===== src/design/bcdf_pkg.sv =====
`timescale 1ns / 1ps
// ----------------------------------------------------------------------------
// bcdf_pkg
// Shared types, codes and helpers for the BCD digit display formatter.
// ----------------------------------------------------------------------------
package bcdf_pkg;

  typedef enum logic [1:0] {
    OP_NUMBER = 2'd0,
    OP_LO     = 2'd1,
    OP_HI     = 2'd2,
    OP_CLEAR  = 2'd3
  } op_e;

  localparam logic [3:0]  CODE_BLANK = 4'hF;
  localparam logic [3:0]  CODE_L     = 4'd13;
  localparam logic [3:0]  CODE_H     = 4'd12;
  localparam logic [13:0] VALUE_MAX  = 14'd9999;
  localparam logic [13:0] UNIT_THOU  = 14'd1000;
  localparam logic [13:0] UNIT_HUND  = 14'd100;
  localparam logic [13:0] UNIT_TENS  = 14'd10;

  typedef struct packed {
    op_e         opcode;
    logic        group_select;
    logic [13:0] number_value;
    logic [3:0]  point_bits;
  } cmd_t;

  typedef struct packed {
    logic [3:0] digit_register;
    logic [7:0] digit_code;
    logic       last_write;
  } res_t;

  typedef struct packed {
    op_e        opcode;
    logic       group_select;
    logic [3:0] point_bits;
    logic [3:0] d_thou;
    logic [3:0] d_hund;
    logic [3:0] d_tens;
    logic [3:0] d_unit;
  } digits_t;

  typedef struct packed {
    logic [3:0]  digit;
    logic [13:0] rest;
  } split_t;

  // v < 10 * unit; one decimal digit by parallel compares against k * unit
  function automatic split_t split_digit(input logic [13:0] v, input logic [13:0] unit);
    split_t      s;
    logic [13:0] step;
    s.digit = 4'd0;
    s.rest  = v;
    step    = 14'd0;
    for (int k = 1; k < 10; k++) begin
      step = step + unit;
      if (v >= step) begin
        s.digit = 4'(k);
        s.rest  = v - step;
      end
    end
    return s;
  endfunction

endpackage


===== src/design/bcdf_convert.sv =====
`timescale 1ns / 1ps
// ----------------------------------------------------------------------------
// bcdf_convert
// Four-stage binary to BCD pipeline with per-stage valid bits and stall.
// ----------------------------------------------------------------------------
module bcdf_convert (
  input  logic              clk_i,
  input  logic              rst_ni,
  input  logic              in_valid_i,
  output logic              in_ready_o,
  input  bcdf_pkg::cmd_t    cmd_i,
  output logic              out_valid_o,
  input  logic              out_ready_i,
  output bcdf_pkg::digits_t out_o
);

  logic v1_q, v2_q, v3_q, v4_q;
  logic rdy1, rdy2, rdy3, rdy4;

  bcdf_pkg::cmd_t    s1_cmd_q;
  bcdf_pkg::cmd_t    s2_cmd_q;
  logic [3:0]        s2_thou_q;
  logic [9:0]        s2_rest_q;
  bcdf_pkg::cmd_t    s3_cmd_q;
  logic [3:0]        s3_thou_q;
  logic [3:0]        s3_hund_q;
  logic [6:0]        s3_rest_q;
  bcdf_pkg::digits_t s4_q;

  logic [13:0]       sat;
  bcdf_pkg::split_t  sp_thou, sp_hund, sp_tens;
  bcdf_pkg::digits_t s4_d;

  assign rdy4       = !v4_q || out_ready_i;
  assign rdy3       = !v3_q || rdy4;
  assign rdy2       = !v2_q || rdy3;
  assign rdy1       = !v1_q || rdy2;
  assign in_ready_o = rdy1;

  always_comb begin
    sat = (s1_cmd_q.number_value > bcdf_pkg::VALUE_MAX) ? bcdf_pkg::VALUE_MAX
                                                        : s1_cmd_q.number_value;
    sp_thou = bcdf_pkg::split_digit(sat, bcdf_pkg::UNIT_THOU);
    sp_hund = bcdf_pkg::split_digit({4'd0, s2_rest_q}, bcdf_pkg::UNIT_HUND);
    sp_tens = bcdf_pkg::split_digit({7'd0, s3_rest_q}, bcdf_pkg::UNIT_TENS);
    s4_d.opcode       = s3_cmd_q.opcode;
    s4_d.group_select = s3_cmd_q.group_select;
    s4_d.point_bits   = s3_cmd_q.point_bits;
    s4_d.d_thou       = s3_thou_q;
    s4_d.d_hund       = s3_hund_q;
    s4_d.d_tens       = sp_tens.digit;
    s4_d.d_unit       = sp_tens.rest[3:0];
  end

  always_ff @(posedge clk_i or negedge rst_ni) begin
    if (!rst_ni) begin
      v1_q <= 1'b0;
      v2_q <= 1'b0;
      v3_q <= 1'b0;
      v4_q <= 1'b0;
    end else begin
      if (rdy1) v1_q <= in_valid_i;
      if (rdy2) v2_q <= v1_q;
      if (rdy3) v3_q <= v2_q;
      if (rdy4) v4_q <= v3_q;
    end
  end

  always_ff @(posedge clk_i) begin
    if (rdy1) begin
      s1_cmd_q <= cmd_i;
    end
    if (rdy2) begin
      s2_cmd_q  <= s1_cmd_q;
      s2_thou_q <= sp_thou.digit;
      s2_rest_q <= sp_thou.rest[9:0];
    end
    if (rdy3) begin
      s3_cmd_q  <= s2_cmd_q;
      s3_thou_q <= s2_thou_q;
      s3_hund_q <= sp_hund.digit;
      s3_rest_q <= sp_hund.rest[6:0];
    end
    if (rdy4) begin
      s4_q <= s4_d;
    end
  end

  assign out_valid_o = v4_q;
  assign out_o       = s4_q;

endmodule


===== src/design/bcd_digit_display_formatter.sv =====
`timescale 1ns / 1ps
// ----------------------------------------------------------------------------
// bcd_digit_display_formatter
// Turns display commands into four code-B digit register writes each.
// ----------------------------------------------------------------------------
// channel   ports                     transfer
// command   start_i, busy_o, cmd_i    start_i high and busy_o low
// result    valid_o, res_o            valid_o high, one cycle per write
//
// A command needs four writes on the result port, one write per cycle; the
// single result port thus limits the sustained command rate. Each command
// passes through the 4 convert stages and then the write sequencer, and
// up to five commands are buffered in flight. busy_o rises only when every
// stage is full. Reset clears all valid bits.
// ----------------------------------------------------------------------------
module bcd_digit_display_formatter (
  input  logic           clk_i,
  input  logic           rst_ni,
  input  logic           start_i,
  output logic           busy_o,
  input  bcdf_pkg::cmd_t cmd_i,
  output logic           valid_o,
  output bcdf_pkg::res_t res_o
);

  logic              conv_ready;
  logic              conv_valid;
  bcdf_pkg::digits_t conv_dig;
  logic              seq_free;
  logic              load;

  logic              seq_v_q;
  logic [1:0]        cnt_q;
  logic              grp_q;
  logic [7:0]        code_q [4];
  logic [7:0]        code_d [4];
  logic              blank3, blank2, blank1;

  bcdf_convert u_convert (
    .clk_i       (clk_i),
    .rst_ni      (rst_ni),
    .in_valid_i  (start_i),
    .in_ready_o  (conv_ready),
    .cmd_i       (cmd_i),
    .out_valid_o (conv_valid),
    .out_ready_i (seq_free),
    .out_o       (conv_dig)
  );

  assign busy_o   = !conv_ready;
  assign seq_free = !seq_v_q || (cnt_q == 2'd3);
  assign load     = conv_valid && seq_free;

  // leading zero blanking for numbers, units never blanked there; LO/HI show L/H in units, CLEAR blanks all
  always_comb begin
    blank3 = (conv_dig.d_thou == 4'd0);
    blank2 = blank3 && (conv_dig.d_hund == 4'd0);
    blank1 = blank2 && (conv_dig.d_tens == 4'd0);
    if (conv_dig.opcode == bcdf_pkg::OP_NUMBER) begin
      code_d[0] = {conv_dig.point_bits[3], 3'd0, blank3 ? bcdf_pkg::CODE_BLANK : conv_dig.d_thou};
      code_d[1] = {conv_dig.point_bits[2], 3'd0, blank2 ? bcdf_pkg::CODE_BLANK : conv_dig.d_hund};
      code_d[2] = {conv_dig.point_bits[1], 3'd0, blank1 ? bcdf_pkg::CODE_BLANK : conv_dig.d_tens};
      code_d[3] = {conv_dig.point_bits[0], 3'd0, conv_dig.d_unit};
    end else begin
      code_d[0] = {4'd0, bcdf_pkg::CODE_BLANK};
      code_d[1] = {4'd0, bcdf_pkg::CODE_BLANK};
      code_d[2] = {4'd0, bcdf_pkg::CODE_BLANK};
      case (conv_dig.opcode)
        bcdf_pkg::OP_LO: code_d[3] = {4'd0, bcdf_pkg::CODE_L};
        bcdf_pkg::OP_HI: code_d[3] = {4'd0, bcdf_pkg::CODE_H};
        default:         code_d[3] = {4'd0, bcdf_pkg::CODE_BLANK};
      endcase
    end
  end

  always_ff @(posedge clk_i or negedge rst_ni) begin
    if (!rst_ni) begin
      seq_v_q <= 1'b0;
      cnt_q   <= 2'd0;
    end else if (load) begin
      seq_v_q <= 1'b1;
      cnt_q   <= 2'd0;
    end else if (seq_v_q) begin
      if (cnt_q == 2'd3) begin
        seq_v_q <= 1'b0;
      end
      cnt_q <= cnt_q + 2'd1;
    end
  end

  always_ff @(posedge clk_i) begin
    if (load) begin
      grp_q <= conv_dig.group_select;
      for (int i = 0; i < 4; i++) begin
        code_q[i] <= code_d[i];
      end
    end
  end

  assign valid_o              = seq_v_q;
  assign res_o.digit_register = {1'b0, grp_q, cnt_q} + 4'd1;
  assign res_o.digit_code     = code_q[cnt_q];
  assign res_o.last_write     = (cnt_q == 2'd3);

endmodule


===== config.mk =====
export PLATFORM = sky130hd
export DESIGN_NAME = bcd_digit_display_formatter
export DESIGN_NICKNAME = d
export VERILOG_FILES = /design/src/design/bcdf_pkg.sv /design/src/design/bcdf_convert.sv /design/src/design/bcd_digit_display_formatter.sv
export SDC_FILE = /design/constraint.sdc
export NUM_CORES = 1
export LEC_CHECK = 0
export ABC_AREA = 0
export ABC_CLOCK_PERIOD_IN_PS = 3670
export BUFFER_PORTS_ARGS = -buffer_cell sky130_fd_sc_hd__buf_2
export CAP_MARGIN = 20
export CELL_PAD_IN_SITES_DETAIL_PLACEMENT = 0
export CELL_PAD_IN_SITES_GLOBAL_PLACEMENT = 2
export CORE_ASPECT_RATIO = 0.5
export CORE_UTILIZATION = 35
export CTS_BUF_LIST = sky130_fd_sc_hd__clkbuf_8
export DETAILED_ROUTE_END_ITERATION = 10
export GPL_TIMING_DRIVEN = 0
export PLACE_DENSITY_LB_ADDON = 0.1
export SLEW_MARGIN = 40
export SYNTH_ARGS = -nofsm -noshare
export SYNTH_HDL_FRONTEND = slang
export SYNTH_HIERARCHICAL = 1
export SYNTH_SLANG_ARGS = --single-unit
export TNS_END_PERCENT = 100

===== constraint.sdc =====
create_clock -name clk_i -period 3.67 [get_ports clk_i]
set_input_delay 0.1835 -clock clk_i [delete_from_list [all_inputs] [get_ports clk_i]]
set_output_delay 0.1835 -clock clk_i [all_outputs]
set_load 0.01 [all_outputs]

==> results.md <==
- Outcome: complete, no violations
- Clock transition at the registers of the reported paths: 0.07 ns
- Setup repair after global routing missed its margin: yes
- CTS H-tree depth: 4
- Routability-driven placement congestion ratio: 0.8131
- Type of the worst setup path: reg2reg
- Core region area: 19770 um^2
- DRC Markers: 0
- Initial detailed-routing violation count: 375
- Setup Total Neg Slack: 0 ns
- Die Outline Area: 21140 um^2
- Peak fanout along the critical path: 10
- Overflow left after global routing: 0
- Clock buffers created by TritonCTS: 17
- Number of hold violations in the final report: 0
- Tcrit/Tclk final: 94.49%
- Die X: 204.6 um
- Later-pin clock latency in the skew report: 0.42 ns
- Worst setup skew after layout: 0.01026 ns
- CTS tree: yes
- Max-slew violations: 0
- Mux cell area share after synthesis: 2.699%
- Row cnt: 36
- Finished Cell Area: 8554 um^2
- Achievable clock frequency: 288.4 MHz
- Xor and xnor area share after synthesis: 2.072%
- Die height: 103.3 um
- Mean instance size in the synthesized netlist: 10.69 um^2
- Post-synthesis simple-gate area fraction: 17.03%
- Total via count in the routed design: 5608
- Instance count of the mapped netlist: 672
- Power density normalized to cell area: 372.0 nW/um^2
- Worst IR drop on VDD: 0.2320 mV
- Number of antenna violations at the first check in global routing: 0
- Count of flip-flops with a built-in enable after synthesis: 108
- Routed wirelength normalized by instance count: 17.88 um
- Number of diodes: 0
- Total of flip-flops plus latches after synthesis: 115
- Endpoint class of the critical path: flop
- Post-route ant nets: 0
- Synthesis Warnings: 6
- Leading cell types in the layout, fill and taps excluded: sky130_fd_sc_hd__edfxtp_1, sky130_fd_sc_hd__buf_2, sky130_fd_sc_hd__nand2_1
- Share of post-route cells with drive strength above 1: 18.94%
- Count of input and output buffers: 35
- Combinational family with the most area after synthesis: compound AO/OA/AOI/OAI gates
- Mean number of vias per cell: 5.408
- Number of nets in the finished design: 825
- Required time of the worst setup path: 3.84 ns
- Vias in the first global route: 5418
- First-pass GRT wire length: 29690 um
- Cell area after placement: 7744 um^2
- HPWL after DPL: 13410 um
- Effective utilization at floorplan: 36.33%
- Leakage power figure: 3.015 nW
- Clock Path Buffers: 2
- Total routed wirelength: 18540 um
- Post-synthesis instance area: 7184 um^2
- Prevailing post-synth register cell: sky130_fd_sc_hd__edfxtp_1
- Share of the core filled with cells: 43.26%
- GRT Util Overall: 18.40%
- Number of endpoints failing setup at the final stage: 0
- Register area share after synthesis: 47.58%
- Post-synthesis async set-or-reset flop share: 6.087%
- Num ports: 39
- Clock sink count: 115
- Final Worst Setup Slack: 0.2024 ns
- Worst slew margin: 53.01%
- Number of search-and-repair iterations in the first detailed-routing pass: 6
- Share of the synthesized area in compound gates (AO/OA/AOI/OAI): 19.31%
- Number of distinct library cells after synthesis: 88
- Worst Tran Pin Value: 0.7006 ns
- Most frequent standard cell in the layout excluding fill and tap cells: sky130_fd_sc_hd__edfxtp_1
- Master cell of the clock root buffer: sky130_fd_sc_hd__clkbuf_8
- Data arrival time of the critical path: 3.64 ns
- Setup slack after placement: -0.4689 ns
- Max-Cap Viols: 0
- Startpoint kind of the worst setup timing path: flop
- Adder-cell share of the synthesized area: 7.489%
- Hold crit path type: in2async
- PnR Total Power: 3.182 mW
- Largest net degree at the start of global routing: 24
- Time the worst path needs with I/O delays and setup: 3.468 ns
- Area overhead of the layout relative to synthesis: 19.07%
-- Yosys cell counts (12+ instances only) --
cell                       count  area share [%]
sky130_fd_sc_hd__nand2_1      46             2.4
sky130_fd_sc_hd__a21oi_1      36             2.5
sky130_fd_sc_hd__nand3_1      21             1.5
sky130_fd_sc_hd__and2_1       12             1.0
sky130_fd_sc_hd__nand2b_1     19             1.7
sky130_fd_sc_hd__inv_1        29             1.5
sky130_fd_sc_hd__xnor2_1      13             1.6
sky130_fd_sc_hd__edfxtp_1    108              45
sky130_fd_sc_hd__o21ai_0      37             2.6
sky130_fd_sc_hd__nor3_1       20             1.4
sky130_fd_sc_hd__nor2_1       38             2.0
sky130_fd_sc_hd__a31oi_1      21             1.8
sky130_fd_sc_hd__ha_1         43             7.5
sky130_fd_sc_hd__clkbuf_1     19            0.99
-- final timing paths --
check / cells after the start / to / start / slack (ns)
max: 11 / u_convert/s3_rest_q[6]$_DFFE_PP_ / u_convert/s2_rest_q[4]$_DFFE_PP_ / 0.20
min: 2 / cnt_q[1]$_DFFE_PN0P_ / rst_ni / 0.13
max reg2reg: 11 / u_convert/s3_rest_q[6]$_DFFE_PP_ / u_convert/s2_rest_q[4]$_DFFE_PP_ / 0.20
min reg2reg: 0 / u_convert/out_o[8]$_DFFE_PP_ / u_convert/s3_hund_q[0]$_SDFFCE_PN1P_ / 0.42
max in group asynchronous: 2 / u_convert/v2_q$_DFFE_PN0P_ / rst_ni / 3.36
min in group clk_i: 0 / u_convert/out_o[8]$_DFFE_PP_ / u_convert/s3_hund_q[0]$_SDFFCE_PN1P_ / 0.42
-- kinds of logic after synthesis --
group,count (synthesis)
AOI/OAI and AO/OA,195
xor gates and xnor gates,17
adders and majority gates,43
buffers and inverters,65
DFF,115
muxes,13
other,1
and+or+nand+nor,223
-- area by class of cell --
| type | count | area (um^2) |
|---|---|---|
| clock buffers | 20 | 275.3 |
| repair buffers | 68 | 480.5 |
| plain buffers | 31 | 146.4 |
| fillers | 1907 | 11220 |
| clock inverters | 12 | 151.4 |
| inverters | 31 | 117.6 |
| multi-input cells | 494 | 3632 |
| well taps | 266 | 332.8 |
| flip-flops and latches | 115 | 3418 |
-- stage by stage --
step / cells / hold WS, ns
after floorplan: 674 / -0.1121
after global placement: 975 / 0.03748
after detailed placement: 977 / 0.03977
after CTS: 1030 / 0.09876
after global routing: 1037 / 0.1137
final: 1037 / 0.1265
-- routing by layer --
layer | up-vias | GRT usage, % | wire [um]
met3 | 28 | 4.010 | 777
li1 | 2739 | - | -
met5 | - | 0 | 0
met2 | 140 | 30.15 | 8437
met1 | 2701 | 24.59 | 8987
met4 | 0 | 5.568 | 338
-- critical path: stages (launching register included) --
cell,delay (ns)
sky130_fd_sc_hd__edfxtp_1,0.51
sky130_fd_sc_hd__clkbuf_1,0.29
sky130_fd_sc_hd__inv_1,0.23
sky130_fd_sc_hd__ha_1,0.26
sky130_fd_sc_hd__or4b_1,0.50
sky130_fd_sc_hd__o211ai_4,0.36
sky130_fd_sc_hd__o21ai_0,0.20
sky130_fd_sc_hd__a211oi_1,0.23
sky130_fd_sc_hd__a31oi_1,0.08
sky130_fd_sc_hd__a31oi_1,0.16
sky130_fd_sc_hd__o22ai_1,0.11
sky130_fd_sc_hd__o221a_2,0.30
-- where the power goes --
| part | switching [mW] | internal (mW) | total (mW) |
|---|---|---|---|
| registers | 0.0184 | 1.46 | 1.48 |
| clock network | 0.531 | 0.729 | 1.26 |
| logic | 0.267 | 0.177 | 0.444 |
| total | 0.817 | 2.36 | 3.18 |
-- flip-flops by register name, summed over array words and instances (netlist names) --
signal / cells
code_q: 20
u_convert/s2_cmd_q: 7
u_convert/v3_q: 1
u_convert/s3_thou_q: 4
u_convert/v2_q: 1
grp_q: 1
u_convert/s2_thou_q: 4
u_convert/s1_cmd_q: 21
u_convert/s3_cmd_q: 7
u_convert/out_o: 23
u_convert/s3_rest_q: 7
u_convert/v1_q: 1
u_convert/s3_hund_q: 4
cnt_q: 2
u_convert/s2_rest_q: 10
valid_o: 1
u_convert/out_valid_o: 1
-- repair_timing --
action / in CTS / in global routing
resized for setup: 13 / 14
hold buffers: 23 / 0
pin swaps: 0 / 4
setup endpoints to repair: 8 / 8
buffers inserted: 0 / 8
hold endpoints to repair: 29 / 0
Power figures use the tool's default switching activity.
